<file path="src/rtl/plcs_pkg.sv">
// shared types and constants for the piecewise linear contrast stretch
package plcs_pkg;

    localparam int PIX_W     = 8;
    localparam int MAG_W     = 2 * PIX_W;
    localparam int CFG_IDX_W = 2;

    localparam logic [PIX_W-1:0] PIX_MAX = '1;

    localparam logic [CFG_IDX_W-1:0] CFG_FIRST_IN   = 2'd0;
    localparam logic [CFG_IDX_W-1:0] CFG_FIRST_OUT  = 2'd1;
    localparam logic [CFG_IDX_W-1:0] CFG_SECOND_IN  = 2'd2;
    localparam logic [CFG_IDX_W-1:0] CFG_SECOND_OUT = 2'd3;

    localparam logic [PIX_W-1:0] RST_FIRST_IN   = 8'd64;
    localparam logic [PIX_W-1:0] RST_FIRST_OUT  = 8'd32;
    localparam logic [PIX_W-1:0] RST_SECOND_IN  = 8'd192;
    localparam logic [PIX_W-1:0] RST_SECOND_OUT = 8'd224;

    // knot settings seen by the segment select stage
    typedef struct packed {
        logic [PIX_W-1:0] first_in;
        logic [PIX_W-1:0] first_out;
        logic [PIX_W-1:0] second_in;
        logic [PIX_W-1:0] second_out;
    } t_knots;

    // segment chosen for one pixel
    typedef struct packed {
        logic [PIX_W-1:0] offset;
        logic             neg;
        logic [PIX_W-1:0] dmag;
        logic [PIX_W-1:0] diff;
        logic [PIX_W-1:0] din;
    } t_seg;

    // divider working set: partial remainder and quotient bits
    typedef struct packed {
        logic [PIX_W-1:0] offset;
        logic             neg;
        logic [MAG_W-1:0] rem;
        logic [PIX_W-1:0] quo;
        logic [PIX_W-1:0] din;
    } t_div;

endpackage

</file>
<file path="src/rtl/plcs_seg.sv">
// segment select and slope multiply stages
module plcs_seg (
    input  logic              i_clk,
    input  logic              i_rst_n,
    input  logic              i_en,
    input  logic              i_vld,
    input  logic [7:0]        i_pixel,
    input  plcs_pkg::t_knots  i_knots,
    output logic              o_vld,
    output plcs_pkg::t_div    o_data
);
    import plcs_pkg::*;

    t_seg n_a;
    t_seg r_a;
    logic r_a_vld;
    t_div n_b;
    t_div r_b;
    logic r_b_vld;

    always_comb begin
        n_a = '0;
        if (i_pixel <= i_knots.first_in) begin
            if (i_knots.first_in == '0) begin
                // knot at zero: pixel 0 lands on the first knot output
                n_a.offset = i_knots.first_out;
                n_a.din    = PIX_W'(1);
            end else begin
                n_a.dmag = i_knots.first_out;
                n_a.diff = i_pixel;
                n_a.din  = i_knots.first_in;
            end
        end else if (i_pixel <= i_knots.second_in) begin
            n_a.offset = i_knots.first_out;
            n_a.neg    = i_knots.second_out < i_knots.first_out;
            n_a.dmag   = n_a.neg ? i_knots.first_out - i_knots.second_out
                                 : i_knots.second_out - i_knots.first_out;
            n_a.diff   = i_pixel - i_knots.first_in;
            n_a.din    = i_knots.second_in - i_knots.first_in;
        end else begin
            n_a.offset = i_knots.second_out;
            n_a.dmag   = PIX_MAX - i_knots.second_out;
            n_a.diff   = i_pixel - i_knots.second_in;
            n_a.din    = PIX_MAX - i_knots.second_in;
        end
    end

    always_comb begin
        n_b        = '0;
        n_b.offset = r_a.offset;
        n_b.neg    = r_a.neg;
        n_b.rem    = MAG_W'(r_a.dmag) * MAG_W'(r_a.diff);
        n_b.din    = r_a.din;
    end

    always_ff @(posedge i_clk) begin
        if (!i_rst_n) begin
            r_a_vld <= 1'b0;
            r_b_vld <= 1'b0;
        end else if (i_en) begin
            r_a_vld <= i_vld;
            r_b_vld <= r_a_vld;
        end
        if (i_en) begin
            r_a <= n_a;
            r_b <= n_b;
        end
    end

    assign o_vld  = r_b_vld;
    assign o_data = r_b;

    // the quotient must fit a pixel, so the distance never exceeds the span
    a_diff_in_span: assert property (@(posedge i_clk) disable iff (!i_rst_n)
        r_a_vld |-> (r_a.diff <= r_a.din))
        else $error("segment distance exceeds segment span");

endmodule

</file>
<file path="src/rtl/plcs_div.sv">
// restoring divider, one quotient bit per pipeline stage
module plcs_div (
    input  logic            i_clk,
    input  logic            i_rst_n,
    input  logic            i_en,
    input  logic            i_vld,
    input  plcs_pkg::t_div  i_data,
    output logic            o_vld,
    output plcs_pkg::t_div  o_data
);
    import plcs_pkg::*;

    t_div r_st  [PIX_W];
    logic r_vld [PIX_W];

    for (genvar k = 0; k < PIX_W; k++) begin : g_step
        localparam int BIT = PIX_W - 1 - k;
        t_div             prev;
        logic             prev_vld;
        t_div             n_st;
        logic [MAG_W-1:0] sh;

        if (k == 0) begin : g_first
            assign prev     = i_data;
            assign prev_vld = i_vld;
        end else begin : g_next
            assign prev     = r_st[k-1];
            assign prev_vld = r_vld[k-1];
        end

        assign sh = MAG_W'(prev.din) << BIT;

        always_comb begin
            n_st = prev;
            if (prev.rem >= sh) begin
                n_st.rem      = prev.rem - sh;
                n_st.quo[BIT] = 1'b1;
            end
        end

        always_ff @(posedge i_clk) begin
            if (!i_rst_n) begin
                r_vld[k] <= 1'b0;
            end else if (i_en) begin
                r_vld[k] <= prev_vld;
            end
            if (i_en) begin
                r_st[k] <= n_st;
            end
        end
    end

    assign o_vld  = r_vld[PIX_W-1];
    assign o_data = r_st[PIX_W-1];

    // after the last step the remainder is below the divisor
    a_rem_below_din: assert property (@(posedge i_clk) disable iff (!i_rst_n)
        r_vld[PIX_W-1] |-> (r_st[PIX_W-1].rem < MAG_W'(r_st[PIX_W-1].din)))
        else $error("divider remainder not reduced");

endmodule

</file>
<file path="src/rtl/plcs_out.sv">
// half to even rounding, offset add and clamp stages
module plcs_out (
    input  logic            i_clk,
    input  logic            i_rst_n,
    input  logic            i_en,
    input  logic            i_vld,
    input  plcs_pkg::t_div  i_data,
    output logic            o_vld,
    output logic [7:0]      o_pixel
);
    import plcs_pkg::*;

    logic [PIX_W:0]   twice_rem;
    logic [PIX_W:0]   din_ext;
    logic             round_up;
    logic [PIX_W:0]   n_qr;
    logic [PIX_W:0]   r_qr;
    logic [PIX_W-1:0] r_offset;
    logic             r_neg;
    logic             r_r_vld;
    logic signed [PIX_W+2:0] sum;
    logic [PIX_W-1:0] n_pixel;
    logic [PIX_W-1:0] r_pixel;
    logic             r_f_vld;

    assign twice_rem = {i_data.rem[PIX_W-1:0], 1'b0};
    assign din_ext   = {1'b0, i_data.din};
    // ties go to the even quotient
    assign round_up  = (twice_rem > din_ext) || ((twice_rem == din_ext) && i_data.quo[0]);
    assign n_qr      = {1'b0, i_data.quo} + (PIX_W+1)'(round_up);

    always_comb begin
        if (r_neg) begin
            sum = $signed({3'b000, r_offset}) - $signed({2'b00, r_qr});
        end else begin
            sum = $signed({3'b000, r_offset}) + $signed({2'b00, r_qr});
        end
        if (sum < 0) begin
            n_pixel = '0;
        end else if (sum > $signed({3'b000, PIX_MAX})) begin
            n_pixel = PIX_MAX;
        end else begin
            n_pixel = sum[PIX_W-1:0];
        end
    end

    always_ff @(posedge i_clk) begin
        if (!i_rst_n) begin
            r_r_vld <= 1'b0;
            r_f_vld <= 1'b0;
        end else if (i_en) begin
            r_r_vld <= i_vld;
            r_f_vld <= r_r_vld;
        end
        if (i_en) begin
            r_qr     <= n_qr;
            r_offset <= i_data.offset;
            r_neg    <= i_data.neg;
            r_pixel  <= n_pixel;
        end
    end

    assign o_vld   = r_f_vld;
    assign o_pixel = r_pixel;

    // a rounded quotient never passes one full pixel range
    a_qr_range: assert property (@(posedge i_clk) disable iff (!i_rst_n)
        r_r_vld |-> (r_qr <= (PIX_W+1)'(256)))
        else $error("rounded quotient out of range");

endmodule

</file>
<file path="src/rtl/piecewise_linear_contrast_stretch.sv">
// top level of the piecewise linear contrast stretch
//
//   channel   direction   handshake                      payload
//   in        to block    i_in_valid / o_in_stall        i_pixel_in
//   out       from block  o_out_valid / i_out_stall      o_pixel_out
//   cfg       to block    i_cfg_we                       i_cfg_idx, i_cfg_data
//
// one pixel per clock unless the output stalls; segment select, multiply,
// 8 divider steps (one quotient bit each), rounding, offset add and clamp
// reset clears all valid bits and loads the default knots, no clearing pass
// a stall on a valid output beat freezes every stage at once; nothing is dropped
module piecewise_linear_contrast_stretch (
    input  logic       i_clk,
    input  logic       i_rst_n,
    input  logic       i_in_valid,
    output logic       o_in_stall,
    input  logic [7:0] i_pixel_in,
    output logic       o_out_valid,
    input  logic       i_out_stall,
    output logic [7:0] o_pixel_out,
    input  logic       i_cfg_we,
    input  logic [1:0] i_cfg_idx,
    input  logic [7:0] i_cfg_data
);
    import plcs_pkg::*;

    t_knots r_knots;
    logic   en;
    logic   seg_vld;
    t_div   seg_data;
    logic   div_vld;
    t_div   div_data;

    assign en         = !(o_out_valid && i_out_stall);
    assign o_in_stall = !en;

    always_ff @(posedge i_clk) begin
        if (!i_rst_n) begin
            r_knots.first_in   <= RST_FIRST_IN;
            r_knots.first_out  <= RST_FIRST_OUT;
            r_knots.second_in  <= RST_SECOND_IN;
            r_knots.second_out <= RST_SECOND_OUT;
        end else if (i_cfg_we) begin
            case (i_cfg_idx)
                CFG_FIRST_IN:   r_knots.first_in   <= i_cfg_data;
                CFG_FIRST_OUT:  r_knots.first_out  <= i_cfg_data;
                CFG_SECOND_IN:  r_knots.second_in  <= i_cfg_data;
                CFG_SECOND_OUT: r_knots.second_out <= i_cfg_data;
                default: ;
            endcase
        end
    end

    plcs_seg u_seg (
        .i_clk   (i_clk),
        .i_rst_n (i_rst_n),
        .i_en    (en),
        .i_vld   (i_in_valid),
        .i_pixel (i_pixel_in),
        .i_knots (r_knots),
        .o_vld   (seg_vld),
        .o_data  (seg_data)
    );

    plcs_div u_div (
        .i_clk   (i_clk),
        .i_rst_n (i_rst_n),
        .i_en    (en),
        .i_vld   (seg_vld),
        .i_data  (seg_data),
        .o_vld   (div_vld),
        .o_data  (div_data)
    );

    plcs_out u_out (
        .i_clk   (i_clk),
        .i_rst_n (i_rst_n),
        .i_en    (en),
        .i_vld   (div_vld),
        .i_data  (div_data),
        .o_vld   (o_out_valid),
        .o_pixel (o_pixel_out)
    );

    // backpressure only ever comes from a held output beat
    a_stall_needs_out: assert property (@(posedge i_clk) disable iff (!i_rst_n)
        o_in_stall |-> (o_out_valid && i_out_stall))
        else $error("input stalled without a held output beat");

endmodule

</file>
<file path="config.mk">
export PLATFORM = sky130hd
export DESIGN_NAME = piecewise_linear_contrast_stretch
export DESIGN_NICKNAME = d
export VERILOG_FILES = /design/src/rtl/plcs_pkg.sv /design/src/rtl/plcs_seg.sv /design/src/rtl/plcs_div.sv /design/src/rtl/plcs_out.sv /design/src/rtl/piecewise_linear_contrast_stretch.sv
export SDC_FILE = /design/constraint.sdc
export NUM_CORES = 1
export LEC_CHECK = 0
export BUFFER_PORTS_ARGS = -buffer_cell sky130_fd_sc_hd__buf_2
export CAP_MARGIN = 15
export CORE_MARGIN = 2
export CORE_UTILIZATION = 50
export DETAILED_ROUTE_END_ITERATION = 12
export GPL_ROUTABILITY_DRIVEN = 0
export PLACE_DENSITY = 0.64
export SLEW_MARGIN = 20
export SYNTH_ARGS = -nofsm -noshare
export SYNTH_HDL_FRONTEND = slang
export SYNTH_SLANG_ARGS = --single-unit
</file>
<file path="constraint.sdc">
create_clock -name i_clk -period 18.25 [get_ports i_clk]
set_clock_uncertainty 0.1 [all_clocks]
set_input_delay 0.9125 -clock i_clk [delete_from_list [all_inputs] [get_ports i_clk]]
set_output_delay 0.9125 -clock i_clk [all_outputs]
set_load 0.1 [all_outputs]
</file>
==> key figures <==
Logic synthesis
  – Synth area leaders: edfxtp_1 (52%), ha_1 (9.0%), fa_1 (4.5%)
  – Register area share after synthesis: 0.551
  – Post-synth ARST share: 0
  – Cell variety after synth: 78
  – Number of flops mapped to enable cells by yosys: 391
  – Synth Instances: about 1900
  – Synth Flop Type: edfxtp_1
  – Synthesized area: 22700 sq um
  – Syn_nets: 2125
  – Post-synth top area share: 0.518
  – Flops & latches, synth: 428
  – Avg Synthesized Cell Area: between 10 and 15 sq um
  – Synth warn: 0
  – Area leader, netlist: edfxtp_1

Clock network
  – Root Driver: clkbuf_16
  – CTS tree: done
  – TritonCTS Buffers: 46
  – Clock sinks: 428
  – Clk slew on worst S/H paths: 0.06 ns
  – Hold_buf cts: 0
  – H-Tree Depth: 2
  – Clk_lat worst skew: roughly 0.58 ns
  – Post-CTS Setup Bufs: 0
  – Bufs on Longest Clock Path: 3
  – Cts repair resizes: 0

Outcome
  – Status: finished clean

Detailed routing
  – Post-DRT Antenna Nets: 0
  – Post-route DRC violation count: 0
  – TritonRoute pass-1 iters: 5
  – Drt first-iter violations: 884
  – DR vias: 13900
  – Routed WL: 40.9 mm
  – Vias/cell: approximately 5.4
  – Average wire per standard cell: 15.9 um

Floorplanning
  – # IOs: 33
  – # rows: 77
  – Die Ht: roughly 220 um
  – Die X: 217 um
  – Die ar.: approximately 47000 sq um
  – Initial Util: 0.509
  – Core box area: 44500 sq um

Cells and area
  – FF/Latch Area: 12500 sq um
  – Most common cell after layout, fill and taps aside: edfxtp_1
  – Commonest cells after routing, fill and taps aside: edfxtp_1 (391), inv_1 (205), ha_1 (163)
  – Share of cells above drive strength 1: 0.0707
  – Fillers: 3701
  – Ant. Diodes: 0
  – Area of the multi-input gates: 9270 sq um
  – Area grow syn2layout: 10.7%
  – Nets: 2179

Placement
  – Place WS: 13.46 ns
  – HPWL Detailed: 29.2 mm
  – IO Port Bufs: 32

Timing
  – Setup TNS: 0 ns
  – Final WS setup: approximately 13 ns
  – Final Max Tran Viols: 0
  – Final Cycle Share: 0.263
  – Hold violation count in the final report: 0
  – Hold Slack: 0.315 ns
  – Endpoints failing setup: 0
  – Slew margin rel.: 0.271
  – RSZ-0062 raised after global routing: false
  – Period minus WS final: 4.80 ns
  – Fmax: around 210 MHz
  – Tightest Pin Transition: approximately 1.1 ns

Global route
  – Initial antenna violation count: 0
  – First-pass GRT wire length: 68.4 mm
  – GRT overflow: 0
  – Largest net degree at the start of global routing: between 150 and 200
  – Met3 usage in global routing: 0.0324
  – Global routing usage on met1: 0.211
  – Gr usage total: 0.179
  – GR peak layer: met2
  – Vias in the first global route: 14200
  – M2 GR Usage: 0.325

Setup path
  – CP Capture Type: flop
  – Worst-path fanout max: 8
  – Crit Path Category: reg2reg
  – Worst path required time: 18.47 ns
  – Worst Path Arrival: 5.02 ns
  – Critical Path Start Type: flop

Power and ir drop
  – Pleak: 10.5 nW
  – PwrDens: around 160 nW/um^2
  – Design Power: 4.08 mW
  – Max VDD drop: 0.118 mV

Flow run
  – MaxCap Viol Count: 0

Hold path
  – Hold crit path type: reg2reg
## layer usage
metal  vias up  wire length [um]
li1       6917                 -
met2       224             20800
met5         -                 0
met1      6690             17300
met4         0              1350
met3        94              1460
## power by group
| part | switching, mW | leakage, nW | internal [mW] |
|---|---|---|---|
| logic | 0.863 | 5.05 | 0.670 |
| clock network | 0.376 | 0.769 | 0.575 |
| registers | 0.150 | 4.69 | 1.44 |
## final timing paths
check | startpoint | endpoint | depth (start not counted) | slack, ns
max | u_seg.r_a[15]$_DFFE_PN_ | u_seg.o_data[30]$_DFFE_PN_ | 15 | 13.45
min | u_div.r_st[0][118]$_DFFE_PN_ | u_div.r_st[0][159]$_DFFE_PN_ | 0 | 0.31
max reg2reg | u_seg.r_a[15]$_DFFE_PN_ | u_seg.o_data[30]$_DFFE_PN_ | 15 | 13.45
min reg2reg | u_div.r_st[0][118]$_DFFE_PN_ | u_div.r_st[0][159]$_DFFE_PN_ | 0 | 0.31
## critical path, stage by stage (launching register included)
cell and delay (ns):
edfxtp_1 0.49, and2_1 0.24, fa_1 0.51, fa_1 0.53, fa_1 0.54, inv_1 0.05, fa_1 0.52, inv_1 0.04
ha_1 0.33, o21a_1 0.12, o21ai_0 0.15, a21oi_1 0.08, o21a_1 0.19, o21a_1 0.18, o41a_1 0.32, xor2_1 0.14
## kinds of logic (layout without fill, tap and decap cells)
logic type               Yosys count  count (layout)  synth area share
AND/OR/NAND/NOR                  501             501             0.113
multiplexers                      42              42            0.0199
XOR/XNOR                          85              85            0.0329
buffers and inverters            244             335            0.0412
AO/OA/AOI/OAI                    374             374             0.107
adder cells (fa/ha/maj)          214             214             0.135
flip-flops                       428             428             0.551
## registers in the layout, indices dropped and copies added (netlist names)
name	cells
u_out.r_r_vld	1
u_div.r_st	292
u_seg.r_a	16
r_knots	32
u_out.o_pixel	8
u_seg.r_a_vld	1
u_out.r_offset	8
u_seg.o_vld	1
u_div.r_vld	8
u_out.r_qr	9
u_seg.o_data	33
u_out.o_vld	1
u_out.r_neg	1
u_seg.n_b	17
## Yosys cell counts, types with 11 or more instances
master and n:
a211oi_1 12, a21boi_0 19, a21o_1 21, a21oi_1 99, and2_1 46, and3_1 13, clkbuf_1 25, dfxtp_1 37
edfxtp_1 391, fa_1 51, ha_1 163, inv_1 205, mux2_1 19, mux2i_1 18, nand2_1 124, nand2b_1 27
nand3_1 33, nor2_1 107, nor2b_1 46, nor3_1 34, nor4_1 12, o21a_1 28, o21ai_0 62, o21ai_1 27
o31a_1 11, or3_1 11, xnor2_1 56, xor2_1 29
## final cells by class
cell class                      instances  share of cell area
Sequential cell                       428               0.498
Multi-Input combinational cell       1216               0.370
Clock buffer                           60              0.0504
Inverter                              209              0.0313
Tap cell                              592              0.0295
Clock inverter                         25              0.0120
Timing Repair Buffer                   41             0.00958
## per-stage QoR
stage                     utilization  cells  instance area [sq um]
after detailed placement        0.528   2486                  23500
after CTS                       0.564   2571                  25100
final                           0.564   2571                  25100
after floorplan                     -   1888                  22700
after global routing            0.564   2571                  25100
after global placement          0.528   2486                  23500
No activity file was read; power rests on OpenSTA's default activity.
